## src/rtl/core/spc_pkg.sv

```systemverilog
`timescale 1ns / 1ps
// spc_pkg: shared types and constants for the screen pixel compositor
// no dependencies; used by spc_blend and screen_pixel_compositor

package spc_pkg;

  // configuration register indexes
  localparam logic [1:0] CFG_IDX_BASE_FMT = 2'd0;
  localparam logic [1:0] CFG_IDX_OVL_EN   = 2'd1;

  // base pixel formats
  localparam logic FMT_RGB565 = 1'b0;
  localparam logic FMT_BGR888 = 1'b1;

  // alpha limits and the rounding term of the mix sum
  localparam logic [7:0] ALPHA_CLEAR  = 8'd0;
  localparam logic [7:0] ALPHA_OPAQUE = 8'd255;
  localparam logic [15:0] MIX_ROUND   = 16'd127;

  // per-item action of one blend unit
  localparam logic [1:0] MODE_KEEP    = 2'd0;
  localparam logic [1:0] MODE_REPLACE = 2'd1;
  localparam logic [1:0] MODE_MIX     = 2'd2;

  // payload carried alongside the first blend unit for the second layer
  typedef struct packed {
    logic        en;
    logic [31:0] px;
  } carry_t;

endpackage

```

## src/rtl/core/spc_blend.sv

```systemverilog
`timescale 1ns / 1ps
// spc_blend: two-stage alpha-over unit for one overlay layer
// depends on spc_pkg

module spc_blend (
  input  logic                clk,
  input  logic                rst_n,
  input  logic                in_valid,
  output logic                in_stall,
  input  logic                in_en,
  input  logic [23:0]         in_dst,
  input  logic [31:0]         in_ov,
  input  spc_pkg::carry_t     in_carry,
  output logic                out_valid,
  input  logic                out_stall,
  output logic [23:0]         out_dst,
  output spc_pkg::carry_t     out_carry
);

  logic             ready_a;
  logic             ready_b;
  logic [7:0]       alpha;
  logic [7:0]       alpha_inv;
  logic [1:0]       mode_nxt;
  logic [15:0]      sum_nxt [3];
  logic [7:0]       quot [3];
  logic [15:0]      div_sum [3];
  logic [23:0]      mix_rgb;

  logic             valid_a_r;
  logic [1:0]       mode_r;
  logic [23:0]      pass_r;
  logic [15:0]      sum_r [3];
  spc_pkg::carry_t  carry_a_r;

  logic             valid_b_r;
  logic [23:0]      dst_b_r;
  spc_pkg::carry_t  carry_b_r;

  // stage handshake: a stage moves when it is empty or its successor takes
  assign ready_b  = !valid_b_r || !out_stall;
  assign ready_a  = !valid_a_r || ready_b;
  assign in_stall = !ready_a;

  // stage a: choose the action and form the weighted channel sums
  assign alpha     = in_ov[31:24];
  assign alpha_inv = spc_pkg::ALPHA_OPAQUE - alpha;

  always_comb begin
    if (!in_en || alpha == spc_pkg::ALPHA_CLEAR) begin
      mode_nxt = spc_pkg::MODE_KEEP;
    end else if (alpha == spc_pkg::ALPHA_OPAQUE) begin
      mode_nxt = spc_pkg::MODE_REPLACE;
    end else begin
      mode_nxt = spc_pkg::MODE_MIX;
    end
  end

  always_comb begin
    for (int c = 0; c < 3; c++) begin
      sum_nxt[c] = 16'(in_ov[c*8 +: 8]) * 16'(alpha)
                   + 16'(in_dst[c*8 +: 8]) * 16'(alpha_inv)
                   + spc_pkg::MIX_ROUND;
    end
  end

  always_ff @(posedge clk) begin
    if (!rst_n) begin
      valid_a_r <= 1'b0;
    end else if (ready_a) begin
      valid_a_r <= in_valid;
    end
  end

  always_ff @(posedge clk) begin
    if (ready_a) begin
      mode_r    <= mode_nxt;
      pass_r    <= (mode_nxt == spc_pkg::MODE_REPLACE) ? in_ov[23:0] : in_dst;
      sum_r     <= sum_nxt;
      carry_a_r <= in_carry;
    end
  end

  // stage b: divide by 255 as (x + (x >> 8) + 1) >> 8, exact below 255 * 256
  always_comb begin
    for (int c = 0; c < 3; c++) begin
      div_sum[c] = sum_r[c] + {8'd0, sum_r[c][15:8]} + 16'd1;
      quot[c]    = div_sum[c][15:8];
    end
  end

  assign mix_rgb = {quot[2], quot[1], quot[0]};

  always_ff @(posedge clk) begin
    if (!rst_n) begin
      valid_b_r <= 1'b0;
    end else if (ready_b) begin
      valid_b_r <= valid_a_r;
    end
  end

  always_ff @(posedge clk) begin
    if (ready_b) begin
      dst_b_r   <= (mode_r == spc_pkg::MODE_MIX) ? mix_rgb : pass_r;
      carry_b_r <= carry_a_r;
    end
  end

  assign out_valid = valid_b_r;
  assign out_dst   = dst_b_r;
  assign out_carry = carry_b_r;

  // a taken transaction always lands in stage a
  assert property (@(posedge clk) disable iff (!rst_n)
    in_valid && !in_stall |=> valid_a_r)
    else $error("spc_blend: accepted transaction lost at stage a");

  // stage a drains into stage b whenever stage b can take it
  assert property (@(posedge clk) disable iff (!rst_n)
    valid_a_r && ready_b |=> valid_b_r)
    else $error("spc_blend: stage a transaction not moved to stage b");

  // a kept or replaced pixel passes through unchanged
  assert property (@(posedge clk) disable iff (!rst_n)
    valid_a_r && ready_b && mode_r != spc_pkg::MODE_MIX |=> dst_b_r == $past(pass_r))
    else $error("spc_blend: pass-through pixel altered");

  // back-pressure only when both stages are full
  assert property (@(posedge clk) disable iff (!rst_n)
    in_stall |-> valid_a_r && valid_b_r && out_stall)
    else $error("spc_blend: stall raised with room in the pipeline");

endmodule

```

## src/rtl/core/screen_pixel_compositor.sv

```systemverilog
`timescale 1ns / 1ps
// screen_pixel_compositor: top level, base widening stage and two blend units
// depends on spc_pkg and spc_blend
//
// Usage
//   Input channel (in_valid / in_stall) carries one screen pixel per
//   transaction: the base pixel plus top and system layer ARGB pixels.
//   Output channel (out_valid / out_stall) returns one RGB888 pixel per
//   input transaction, in order.
//   Configuration channel (cfg_valid / cfg_ready) writes base_format
//   (index 0) and overlay_enables (index 1); cfg_ready is always high and
//   writes to other indexes are dropped. Write only while the pipe is empty.
// Timing
//   Five register stages: base widening, then multiply and divide stages
//   for the top layer and again for the system layer; throughput is one
//   pixel per cycle while out_stall is low.
// Reset and stall
//   rst_n (synchronous, active low) empties the pipe and clears both
//   registers. When out_stall is high, items close up behind the output
//   register; in_stall rises only once every stage is full.

module screen_pixel_compositor (
  input  logic        clk,
  input  logic        rst_n,
  input  logic        in_valid,
  output logic        in_stall,
  input  logic [23:0] in_base_pixel,
  input  logic [31:0] in_top_pixel,
  input  logic [31:0] in_sys_pixel,
  output logic        out_valid,
  input  logic        out_stall,
  output logic [23:0] out_color_out,
  input  logic        cfg_valid,
  output logic        cfg_ready,
  input  logic [1:0]  cfg_index,
  input  logic [1:0]  cfg_data
);

  logic             base_format_r;
  logic [1:0]       overlay_enables_r;

  logic [23:0]      wide_rgb;
  logic             ready_s1;
  logic             top_stall;
  logic             sys_stall;

  logic             valid_s1_r;
  logic [23:0]      rgb_s1_r;
  logic [31:0]      top_s1_r;
  logic             top_en_s1_r;
  spc_pkg::carry_t  carry_s1_r;

  logic             top_valid;
  logic [23:0]      top_dst;
  spc_pkg::carry_t  top_carry;
  spc_pkg::carry_t  sys_carry;

  // configuration registers
  assign cfg_ready = 1'b1;

  always_ff @(posedge clk) begin
    if (!rst_n) begin
      base_format_r     <= 1'b0;
      overlay_enables_r <= 2'b00;
    end else if (cfg_valid && cfg_ready) begin
      unique case (cfg_index)
        spc_pkg::CFG_IDX_BASE_FMT: base_format_r     <= cfg_data[0];
        spc_pkg::CFG_IDX_OVL_EN:   overlay_enables_r <= cfg_data;
        default: ;
      endcase
    end
  end

  // base widening: rgb565 by bit replication, or bgr888 byte swap
  always_comb begin
    if (base_format_r == spc_pkg::FMT_BGR888) begin
      wide_rgb = {in_base_pixel[7:0], in_base_pixel[15:8], in_base_pixel[23:16]};
    end else begin
      wide_rgb = {in_base_pixel[15:11], in_base_pixel[15:13],
                  in_base_pixel[10:5],  in_base_pixel[10:9],
                  in_base_pixel[4:0],   in_base_pixel[4:2]};
    end
  end

  // stage 1 register
  assign ready_s1 = !valid_s1_r || !top_stall;
  assign in_stall = !ready_s1;

  always_ff @(posedge clk) begin
    if (!rst_n) begin
      valid_s1_r <= 1'b0;
    end else if (ready_s1) begin
      valid_s1_r <= in_valid;
    end
  end

  always_ff @(posedge clk) begin
    if (ready_s1) begin
      rgb_s1_r      <= wide_rgb;
      top_s1_r      <= in_top_pixel;
      top_en_s1_r   <= overlay_enables_r[0];
      carry_s1_r.en <= overlay_enables_r[1];
      carry_s1_r.px <= in_sys_pixel;
    end
  end

  // top layer blend
  spc_blend u_top_blend (
    .clk       (clk),
    .rst_n     (rst_n),
    .in_valid  (valid_s1_r),
    .in_stall  (top_stall),
    .in_en     (top_en_s1_r),
    .in_dst    (rgb_s1_r),
    .in_ov     (top_s1_r),
    .in_carry  (carry_s1_r),
    .out_valid (top_valid),
    .out_stall (sys_stall),
    .out_dst   (top_dst),
    .out_carry (top_carry)
  );

  // system layer blend, its output register drives the result channel
  assign sys_carry = '0;

  spc_blend u_sys_blend (
    .clk       (clk),
    .rst_n     (rst_n),
    .in_valid  (top_valid),
    .in_stall  (sys_stall),
    .in_en     (top_carry.en),
    .in_dst    (top_dst),
    .in_ov     (top_carry.px),
    .in_carry  (sys_carry),
    .out_valid (out_valid),
    .out_stall (out_stall),
    .out_dst   (out_color_out),
    .out_carry ()
  );

endmodule
```

## config.mk

```make
export PLATFORM = sky130hd
export DESIGN_NAME = screen_pixel_compositor
export DESIGN_NICKNAME = d
export VERILOG_FILES = /design/src/rtl/core/spc_pkg.sv /design/src/rtl/core/spc_blend.sv /design/src/rtl/core/screen_pixel_compositor.sv
export SDC_FILE = /design/constraint.sdc
export NUM_CORES = 2
export LEC_CHECK = 0
export ABC_CLOCK_PERIOD_IN_PS = 17600
export BUFFER_PORTS_ARGS = -buffer_cell sky130_fd_sc_hd__buf_2
export CORE_MARGIN = 2
export CORE_UTILIZATION = 55
export DETAILED_ROUTE_END_ITERATION = 6
export HOLD_SLACK_MARGIN = 0.15
export PLACE_DENSITY_LB_ADDON = 0.25
export SKIP_CTS_REPAIR_TIMING = 1
export SYNTH_ARGS = -nofsm -noshare
export SYNTH_HDL_FRONTEND = slang
export SYNTH_SLANG_ARGS = --single-unit
export TNS_END_PERCENT = 100
```

## constraint.sdc

```tcl
create_clock -name clk -period 17.6 [get_ports clk]
set_clock_uncertainty 0.05 [all_clocks]
set_input_delay 2.64 -clock clk [delete_from_list [all_inputs] [get_ports clk]]
set_output_delay 2.64 -clock clk [all_outputs]
set_load 0.1 [all_outputs]
```

### Yosys cells after proc, flatten, opt, wreduce, memory -nomap -nowiden

Cells that the tools add are included.

| word-level totals | value |
|---|---|
| register bits after elaboration | 360 |
| input bits | 97 |
| output and inout port bits | 27 |
| logic and storage cells | 103 |

| cells by class | value |
|---|---|
| add/subtract/negate cells | 26 |
| $mul | 12 |
| equal/unequal tests | 7 |
| muxes and demuxes | 9 |
| reduce and logical (&&, ||, !) cells | 21 |

Operators with widths:

| kind | number |
|---|---|
| 8-bit by 8-bit multiplier with 16-bit output | 12 |
| 24-bit 2-to-1 mux | 5 |
| 16-bit by 1-bit adder with 16-bit output, second input constant | 6 |
| 16-bit adder | 6 |
| 16-bit by 7-bit adder with 16-bit output, second input constant | 6 |
| 16-bit by 8-bit adder with 16-bit output | 6 |
| 8-bit equality test, second input constant | 2 |
| 8-bit logical NOT | 2 |
| 8-bit subtractor, first input constant | 2 |
| 1-bit logical NOT | 9 |
| 2-bit 2-to-1 mux | 4 |
| 1-bit logical OR | 7 |
| 2-bit by 1-bit equality test with 1-bit output, second input constant | 3 |
| 2-bit equality test, second input constant | 2 |
| 2-bit AND reduction | 2 |
| 2-bit logical NOT | 1 |

### Longest topological paths before layout

| depth | value |
|---|---|
| word-level depth | 7 |
| depth in mapped cells | 23 |
| mapped depth without buffers | 21 |

### Cells and area by module

A second synthesis with hierarchy kept.

| second synthesis, totals | value |
|---|---|
| cell total of the unflattened synthesis | 3957 |
| area, all modules | 43001.2 µm² |

Modules (own cells, without submodules):

| module | times used | cells each | area each (µm²) | sequential area each (µm²) |
|---|---|---|---|---|
| spc_blend (u_sys_blend) | 1 | 1909 | 19971.7 | 4964.8 |
| spc_blend (u_top_blend) | 1 | 1886 | 19830.3 | 4964.8 |
| screen_pixel_compositor | 1 | 162 | 3199.3 | 2782.7 |

### Worst setup path before layout

No wires, ideal clock.

| timing | value |
|---|---|
| kind | in2out |
| start point | input port out_stall |
| end point | output port in_stall |
| arrival | 6179 ps |
| setup slack | 8731 ps |
| stages | 4 |
| path buffers | 0 |
| path through | and3_1 and3_1 nand2_1 inv_1 |

| on the way | value |
|---|---|
| cells in the longest elaborated chain, start to end | 7 |

RTL lines:

| what | RTL line | text |
|---|---|---|
| start, declared | screen_pixel_compositor.sv:31 | `input logic out_stall,` |
| 1-bit logical NOT | spc_blend.sv:41 | `assign ready_b = !valid_b_r \|\| !out_stall;` |
| 1-bit logical OR | spc_blend.sv:41 |  |
| 1-bit logical OR | spc_blend.sv:42 | `assign ready_a = !valid_a_r \|\| ready_b;` |
| 1-bit logical OR | spc_blend.sv:41 |  |
| 1-bit logical OR | spc_blend.sv:42 |  |
| 1-bit logical OR | screen_pixel_compositor.sv:86 | `assign ready_s1 = !valid_s1_r \|\| !top_stall;` |
| 1-bit logical NOT | screen_pixel_compositor.sv:87 | `assign in_stall = !ready_s1;` |
| end, declared | screen_pixel_compositor.sv:26 | `output logic in_stall,` |

No other way between the ends.

### Worst setup path after layout

Ends and elaborated chain as after synthesis.

==> metrics.cfg <==
[setup_path]
end_kind = output pin
r2r_start = top_s1_r[26]$_DFFE_PN_
cp_max_fo = 30
rr_worst_depth = 18
critPathKind = input pin to output pin
cp_data_arrival_time_ns = 4.27
r2r_slack_ns = 11.50
critPathRequiredTime_ns = 14.91
startpoint_type = input pin
timing.rr.end = u_top_blend.sum_r[31]$_DFFE_PP_

[synth]
yosysSeqAreaShare = 0.265
syn-cell-area_sq_mm = 0.0405
synth-edff-count = 352
synthArstFlopShare = 0
synthCells = 3771
synth-seq-cells = 360
synth_area_leaders = fa_1 (31%), edfxtp_1 (26%), ha_1 (12%), inv_1 (7.4%), nor2b_1 (3.5%)
synth.top_cell.area_share = 0.305
synth_ff_type = edfxtp_1
ys_types = 69
ys_warn_count = 0
syn_avg_cell_area_sq_um = 10.7
synth_largest_area_cell = fa_1
synth_nets = 4864

[placed_design]
place_congestion = 0.814
portBuffers = 122
detailed_place_hpwl_mm = 60.7

[drt]
routed_via_density = 5.21
drcViolationCount = 0
dr_wl_met2_mm = 40.5
top_layer = met5
drtIter0Drc = 1274
wl_met3_mm = 3.68
ant_nets = 0
wl_met1_mm = 35.4
drt_wl_total_mm = 81.2
vias = 25200
wl_per_cell_microns = 16.8
drt_first_pass_iters = 5

[global_route]
overflow = 0
antenna_found_initial = 2
grt_max_degree = 70
grt.total_usage = 0.228
first_global_vias = 26700
grt_pass1_wl_mm = 137

[worst_hold_path]
min_from = carry_s1_r[32]$_DFFE_PN_
hold_class = register to register
hold-path-endpoint = u_top_blend.carry_a_r[32]$_DFFE_PP_
whs_path_depth = 0

[clock_network]
cts_tree = built
cts_inserted_buffers = 43
clkLatencyLatePin_ns = 0.61
cts_num_sinks = 360
cts.clk_slew.worst_paths_ns = 0.06
cts_buffer_depth = 3
htreeDepth = 2
cts_root_buffer = clkbuf_16

[finish]
area_growth_pct = 7.81
layout_common_cells = inv_1 (794), fa_1 (618), ha_1 (378), edfxtp_1 (352), nand2_1 (308)
final_layout_size_suffix_gt1_frac = 0.0685
final_common_cell = inv_1
nets = 4944
antenna_cells = 0

[timing]
drv_slew = 0
period_minus_slack_ns = 6.96
timing.final.hold_violations = 0
finalSetupViolCount = 0
rsz0062_at_grt = false
max_freq_ghz = 0.144
tightest_slew_ns = 0.946
finalCritPeriodShare = 0.396
max-slew-margin-rel = 0.369
setup_tns_ns = 0

[run_status]
status = complete, no violations

[floorplan]
fp.dieH_microns = 275
start_util = 0.555
die_w_microns = 275
ioPinCount = 124
core_sq_mm = 0.0730
rows = 99
dieArea_sq_mm = 0.0759

[run]
cap_violations = 0

## per-layer routing
layer	vias to the layer above	global-route usage
met5	-	0
met4	4	0.0526
met3	96	0.0308
met2	472	0.392
met1	12800	0.308
li1	11900	-
## worst max-delay path by stage
stage	end	slack (ns)	cells past startpoint	from
floorplan	in_stall	8.73	4	out_stall
finish	in_stall	10.64	6	out_stall
detailed placement	in_stall	10.65	6	out_stall
CTS	in_stall	10.65	6	out_stall
global route	in_stall	10.52	6	out_stall
global placement	in_stall	10.68	6	out_stall
## layout make-up
type,instances,area (sq um)
clock buffers,51,1160
clock inverters,28,413
fillers,6070,29300
inverters,796,2990
multi-input cells,2503,26400
flip-flops and latches,360,10700
well taps,959,1200
repair buffers,147,798
## registers in the layout (all words and copies together) (netlist names)
register and flops:
u_top_blend.pass_r 24, top_s1_r 32, u_top_blend.out_valid 1, u_sys_blend.sum_r 48
u_sys_blend.out_valid 1, rgb_s1_r 24, overlay_enables_r 2, top_en_s1_r 1
u_sys_blend.out_dst 24, u_sys_blend.pass_r 24, u_top_blend.valid_a_r 1, u_top_blend.mode_r 2
u_top_blend.carry_a_r 33, u_top_blend.out_dst 24, u_sys_blend.valid_a_r 1, u_sys_blend.mode_r 2
u_top_blend.out_carry 33, base_format_r 1, u_top_blend.sum_r 48, carry_s1_r 33
valid_s1_r 1
## critical path: stages
cell and delay [ns]:
buf_2 0.10, and3_1 0.26, and3_1 0.33, nand2_4 0.32, inv_1 0.18, buf_2 0.44
## kinds of logic (layout without fill, tap and decap cells)
group                    after synthesis  count (layout)  share of synthesized area
AND/OR/NAND/NOR                     1070            1070                      0.143
XOR/XNOR                             137             137                     0.0296
multiplexers                          59              59                     0.0163
buffers and inverters                908            1022                     0.0843
adder cells (fa/ha/maj)              996             996                      0.422
flip-flops                           360             360                      0.265
AO/OA/AOI/OAI                        240             240                     0.0402
other                                  1               1                  0.0000925
## Yosys cell counts, types with 39 or more instances
cell	instances
inv_1	796
and2_1	203
nor2b_1	224
o21ai_0	68
clkbuf_1	92
xnor2_1	98
fa_1	618
ha_1	378
xor2_1	39
nand2_1	310
edfxtp_1	352
a21oi_1	56
nand2b_1	189
nor2_1	58
## per-stage QoR
stage                     hold WS [ns]  area [sq um]  std cells   util  setup slack, ns
after floorplan                  0.350         40500       3771      -             8.73
after detailed placement         0.355         42100       4765  0.577            10.65
final                            0.332         43700       4844  0.599            10.64
after global placement           0.351         42100       4765  0.577            10.68
after global routing             0.324         43700       4844  0.599            10.52
after CTS                        0.326         43700       4844  0.599            10.65
Power is not shown: default switching activity piles up to over one toggle a cycle in this logic, so the estimate is an artifact.
